===== src/design/gla_pkg.sv =====
package gla_pkg;

	// canvas geometry
	localparam int MAX_CANVAS_WIDTH  = 128;
	localparam int MAX_CANVAS_HEIGHT = 128;
	localparam int CANVAS_DEPTH      = MAX_CANVAS_WIDTH * MAX_CANVAS_HEIGHT;
	localparam int CANVAS_AW         = $clog2(CANVAS_DEPTH);

	// register and field widths
	localparam int CFG_W   = 8;
	localparam int CH_W    = 8;
	localparam int PIX_W   = 4 * CH_W;
	localparam int DEN_W   = 16;
	localparam int NUM_W   = 24;
	localparam int COORD_W = 13;

	// width holding a saturated canvas dimension (at least the register width)
	localparam int DIM_WX = $clog2(MAX_CANVAS_WIDTH + 1);
	localparam int DIM_WY = $clog2(MAX_CANVAS_HEIGHT + 1);
	localparam int DIM_WM = (DIM_WX > DIM_WY) ? DIM_WX : DIM_WY;
	localparam int DIM_W  = (DIM_WM > CFG_W) ? DIM_WM : CFG_W;

	// operation codes
	localparam logic [1:0] OP_BLEND = 2'd0;
	localparam logic [1:0] OP_READ  = 2'd1;
	localparam logic [1:0] OP_CLEAR = 2'd2;

	// register indexes
	localparam logic REG_WIDTH  = 1'b0;
	localparam logic REG_HEIGHT = 1'b1;

	localparam logic [CFG_W-1:0] WIDTH_RST  = CFG_W'(64);
	localparam logic [CFG_W-1:0] HEIGHT_RST = CFG_W'(64);

	// divisor for the alpha quotient
	localparam logic [DEN_W-1:0] FULL_SCALE = DEN_W'(255);

	typedef struct packed {
		logic             start;
		logic [NUM_W-1:0] num;
		logic [DEN_W-1:0] den;
	} div_req_t;

	typedef struct packed {
		logic            done;
		logic [CH_W-1:0] quo;
	} div_sts_t;

	typedef struct packed {
		logic                 rd;
		logic                 wr;
		logic [CANVAS_AW-1:0] addr;
		logic [PIX_W-1:0]     wdata;
	} cv_req_t;

endpackage


===== src/design/gla_div.sv =====
// radix-4 restoring divider, 8-bit quotient; caller guarantees num < 256 * den
module gla_div (
	input  logic              clk,
	input  logic              arst_n,
	input  gla_pkg::div_req_t req,
	output gla_pkg::div_sts_t sts
);

	logic [gla_pkg::NUM_W-1:0] rem_q;
	logic [gla_pkg::NUM_W-1:0] d1_q;
	logic [gla_pkg::NUM_W-1:0] d2_q;
	logic [gla_pkg::NUM_W-1:0] d3_q;
	logic [gla_pkg::CH_W-1:0]  quo_q;
	logic [1:0]                cnt_q;
	logic                      busy_q;
	logic                      done_q;
	logic [1:0]                digit;
	logic [gla_pkg::NUM_W-1:0] rem_nxt;
	logic [gla_pkg::NUM_W-1:0] den_x;

	assign den_x = gla_pkg::NUM_W'(req.den);

	always_comb begin
		priority if (rem_q >= d3_q) begin
			digit   = 2'd3;
			rem_nxt = rem_q - d3_q;
		end else if (rem_q >= d2_q) begin
			digit   = 2'd2;
			rem_nxt = rem_q - d2_q;
		end else if (rem_q >= d1_q) begin
			digit   = 2'd1;
			rem_nxt = rem_q - d1_q;
		end else begin
			digit   = 2'd0;
			rem_nxt = rem_q;
		end
	end

	// datapath: divisor multiples start shifted up by 6 and walk down 2 bits a step
	always_ff @(posedge clk) begin
		if (req.start) begin
			rem_q <= req.num;
			d1_q  <= den_x << 6;
			d2_q  <= den_x << 7;
			d3_q  <= (den_x << 6) + (den_x << 7);
			quo_q <= '0;
		end else if (busy_q) begin
			rem_q <= rem_nxt;
			d1_q  <= d1_q >> 2;
			d2_q  <= d2_q >> 2;
			d3_q  <= d3_q >> 2;
			quo_q <= {quo_q[gla_pkg::CH_W-3:0], digit};
		end
	end

	always_ff @(posedge clk or negedge arst_n) begin
		if (!arst_n) begin
			busy_q <= 1'b0;
			done_q <= 1'b0;
			cnt_q  <= '0;
		end else begin
			done_q <= 1'b0;
			if (req.start) begin
				busy_q <= 1'b1;
				cnt_q  <= 2'd3;
			end else if (busy_q) begin
				cnt_q <= cnt_q - 2'd1;
				if (cnt_q == 2'd0) begin
					busy_q <= 1'b0;
					done_q <= 1'b1;
				end
			end
		end
	end

	assign sts.done = done_q;
	assign sts.quo  = quo_q;

endmodule


===== config.mk =====
export PLATFORM = sky130hd
export DESIGN_NAME = gla_div
export DESIGN_NICKNAME = d
export VERILOG_FILES = /design/src/design/gla_pkg.sv /design/src/design/gla_div.sv
export SDC_FILE = /design/constraint.sdc
export NUM_CORES = 1
export LEC_CHECK = 0
export BUFFER_PORTS_ARGS = -buffer_cell sky130_fd_sc_hd__clkbuf_2
export CORE_ASPECT_RATIO = 2
export CORE_MARGIN = 3
export CORE_UTILIZATION = 50
export CTS_CLUSTER_DIAMETER = 200
export DETAILED_ROUTE_END_ITERATION = 8
export GPL_TIMING_DRIVEN = 0
export PLACE_DENSITY = 0.73
export SETUP_SLACK_MARGIN = 0.3
export SYNTH_ARGS = -nofsm -noshare
export SYNTH_HDL_FRONTEND = slang
export SYNTH_SLANG_ARGS = --single-unit

===== constraint.sdc =====
create_clock -name clk -period 7.9 [get_ports clk]
set_clock_uncertainty 0.2 [all_clocks]
set_input_delay 2.37 -clock clk [delete_from_list [all_inputs] [get_ports clk]]
set_output_delay 2.37 -clock clk [all_outputs]
set_load 0.1 [all_outputs]

==> flow_metrics.tcl <==
set metrics [dict create \
    status "completed" \
    place_congestion 0.9982 \
    vdd_drop_max_mv 0.2035 \
    worstPathMaxFanout 4 \
    dpl-instance-area_um2 8623 \
    synth_nets 1095 \
    diodes 0 \
    crit_start "req[1]" \
    grt.total_usage 0.2921 \
    cellPowerDensity_nw_per_um2 464.5 \
    numCtsBuffers 9 \
    place_hpwl_mm 20.62 \
    cts-resized-gates 0 \
    fin_crit_sh 0.5899 \
    crit_chain "clkbuf_2 > ha_1 > inv_1 > fa_1 > nor2b_1 > o21ai_0 > a21oi_1 > o21ai_0 > a211o_1 > nand4b_1 > a31oi_1 > xnor2_1 > a21oi_1" \
    slowest_delay_ns 0.39 \
    synth-seq-cells 83 \
    antenna_found_initial 0 \
    core_um2 15860 \
    holdWs_ns 0.3065 \
    port_buffers 51 \
    cp-end-kind "flop" \
    grt_pass1_vias 7664 \
    path_class "in2reg" \
    io-pin-count 52 \
    dpl.cell_count 1213 \
    cts_tree "built" \
    drc 0 \
    clk_pin_slew_ns 0.07 \
    syn_to_final_growth_pct 10.10 \
    max_slew.worst_pin.slew_ns 1.147 \
    rows 65 \
    setup_viol 0 \
    fin_ws_ns 3.240 \
    worstSkewPairLatency_ns 0.34 \
    post-cts-setup-buffer-count 0 \
    worstHoldStart "cnt_q[1]$_DFFE_PN0P_" \
    p_leak_nw 3.961 \
    clockBufferDepth 2 \
    drt_iter0_markers 442 \
    crit_slowest_cell "fa_1" \
    syn_area_um2 8114 \
    fp.dieH_um 186.2 \
    grt_pass1_wl_mm 39.14 \
    detail_route.wl_per_cell_um 20.90 \
    final_core_util 0.5633 \
    final_area_um2 8934 \
    via_count 7600 \
    synth_cell_types 71 \
    final_cell_mix "87 x nor2_1, 87 x ha_1, 85 x nand2_1" \
    hold_viol 0 \
    cp.arrival_ns 4.53 \
    synthFlopType "edfxtp_1" \
    yosysSeqAreaShare 0.2862 \
    cp.buffers_inverters 2 \
    antenna_left 0 \
    grt_max_degree 41 \
    final_cells 1229 \
    die-area_um2 17880 \
    rsz0062_at_grt "no" \
    initial_utilization 0.5116 \
    tns_ns 0 \
    hp-class "reg2reg" \
    syn_avg_cell_area_um2 8.443 \
    hold_buffers 0 \
    cp-start-kind "input port" \
    drive_gt1_frac 0.09144 \
    wl_mm 25.69 \
    root_buffer "clkbuf_16" \
    layout.nets 1157 \
    maxCapViolations 0 \
    die_x_um 96.08 \
    period_needed_ns 4.660 \
    cts_sinks 83 \
    ys_async_sr_fraction 0.04819 \
    fin_total_pwr_mw 4.150 \
    first_pass_iters 7 \
    cts_max_level 3 \
    yosysWarningCount 0 \
    vias_per_cell 6.184 \
    synth_cells 961 \
    gr-total-overflow 0 \
    slew_headroom 0.2336 \
    post-place-ws_ns 2.882 \
    reg2reg_from "rem_q[1]$_DFFE_PP_" \
    synth_edf_count 64 \
    max_freq_mhz 214.6 \
    worst_ep_required_time_ns 7.77 \
    slew_viol_final 0 \
    crit_family "compound AO/OA/AOI/OAI gates" \
]
[registers in the layout, summed over array words and instances, names as in the netlist]
| register | flops |
|---|---|
| busy_q | 1 |
| cnt_q | 2 |
| d1_q | 16 |
| d2_q | 7 |
| d3_q | 24 |
| done_q | 1 |
| quo_q | 8 |
| rem_q | 24 |
[final timing paths]
path,end,slack (ns),depth (start not counted)
setup / recovery,d3_q[21]$_DFFE_PP_,3.24,13
hold / removal,cnt_q[1]$_DFFE_PN0P_,0.31,2
setup reg to reg,rem_q[20]$_DFFE_PP_,3.30,11
hold reg to reg,cnt_q[1]$_DFFE_PN0P_,0.31,2
max in group asynchronous,busy_q$_DFF_PN0_,5.76,1
min in group asynchronous,cnt_q[1]$_DFFE_PN0P_,1.62,1
[area by class of cell]
type | count | area, um^2
flip-flops and latches | 83 | 2322
repair buffers | 51 | 255.2
well taps | 201 | 251.5
fillers | 1503 | 6925
multi-input cells | 762 | 5340
inverters | 80 | 300.3
clock inverters | 7 | 85.08
plain buffers | 36 | 153.9
clock buffers | 9 | 225.2
[cell families after synthesis]
logic type,count (synthesis),share of synthesized area
xor+xnor,65,0.07016
buf+inv,116,0.05597
fa+ha+maj,91,0.1440
mux,32,0.04086
flops,83,0.2862
simple gates,277,0.1588
compound gates,297,0.2440
[cells in the mapped netlist, types with 4 or more instances]
library cell,number,area (um^2)
mux2_2,8,90.09
nor2b_1,7,43.79
o21a_1,13,97.59
o211ai_1,13,97.59
clkbuf_1,22,82.58
nor2_1,87,326.6
or3_1,5,31.28
xor2_1,23,201.4
a31oi_1,12,75.07
fa_1,4,80.08
a21oi_1,67,335.3
inv_1,79,296.5
buf_2,6,30.03
o22ai_1,6,37.54
nand2_1,86,322.8
dfxtp_1,15,300.3
dfrtp_1,4,100.1
nand4_1,12,75.07
edfxtp_1,64,1922
and3_1,7,43.79
o21ai_1,15,75.07
o21ai_0,51,255.2
o31ai_1,18,135.1
a21o_1,29,217.7
nand3_1,17,85.08
mux2i_1,23,230.2
ha_1,87,1089
nand2b_1,18,112.6
xnor2_1,42,367.9
and2_1,6,37.54
a221o_1,4,40.04
a211o_1,7,61.31
o21bai_1,9,67.56
buf_1,5,18.77
nor3_1,15,75.07
a211oi_1,20,150.1
[report_power, final]
group          internal (mW)  switching (mW)  total [mW]
Combinational           1.14            1.78        2.93
Clock                  0.250           0.188       0.439
Sequential             0.636           0.148       0.784
[metal layers]
metal  routed length [um]  global-route usage  vias to the layer above
met5                    0                   0                        -
met3                  993             0.02858                      112
met2                13460              0.5234                      289
met1                 8764              0.2919                     3560
li1                     -                   -                     3639
met4                 2470              0.2474                        0
[worst min-delay path: cells and delay by family, from the launching register on]
family / cells / cell delay [ns]
compound gates: 1 / 0.07
flops: 1 / 0.34
simple gates: 1 / 0.06
Power figures use the tool's default switching activity.
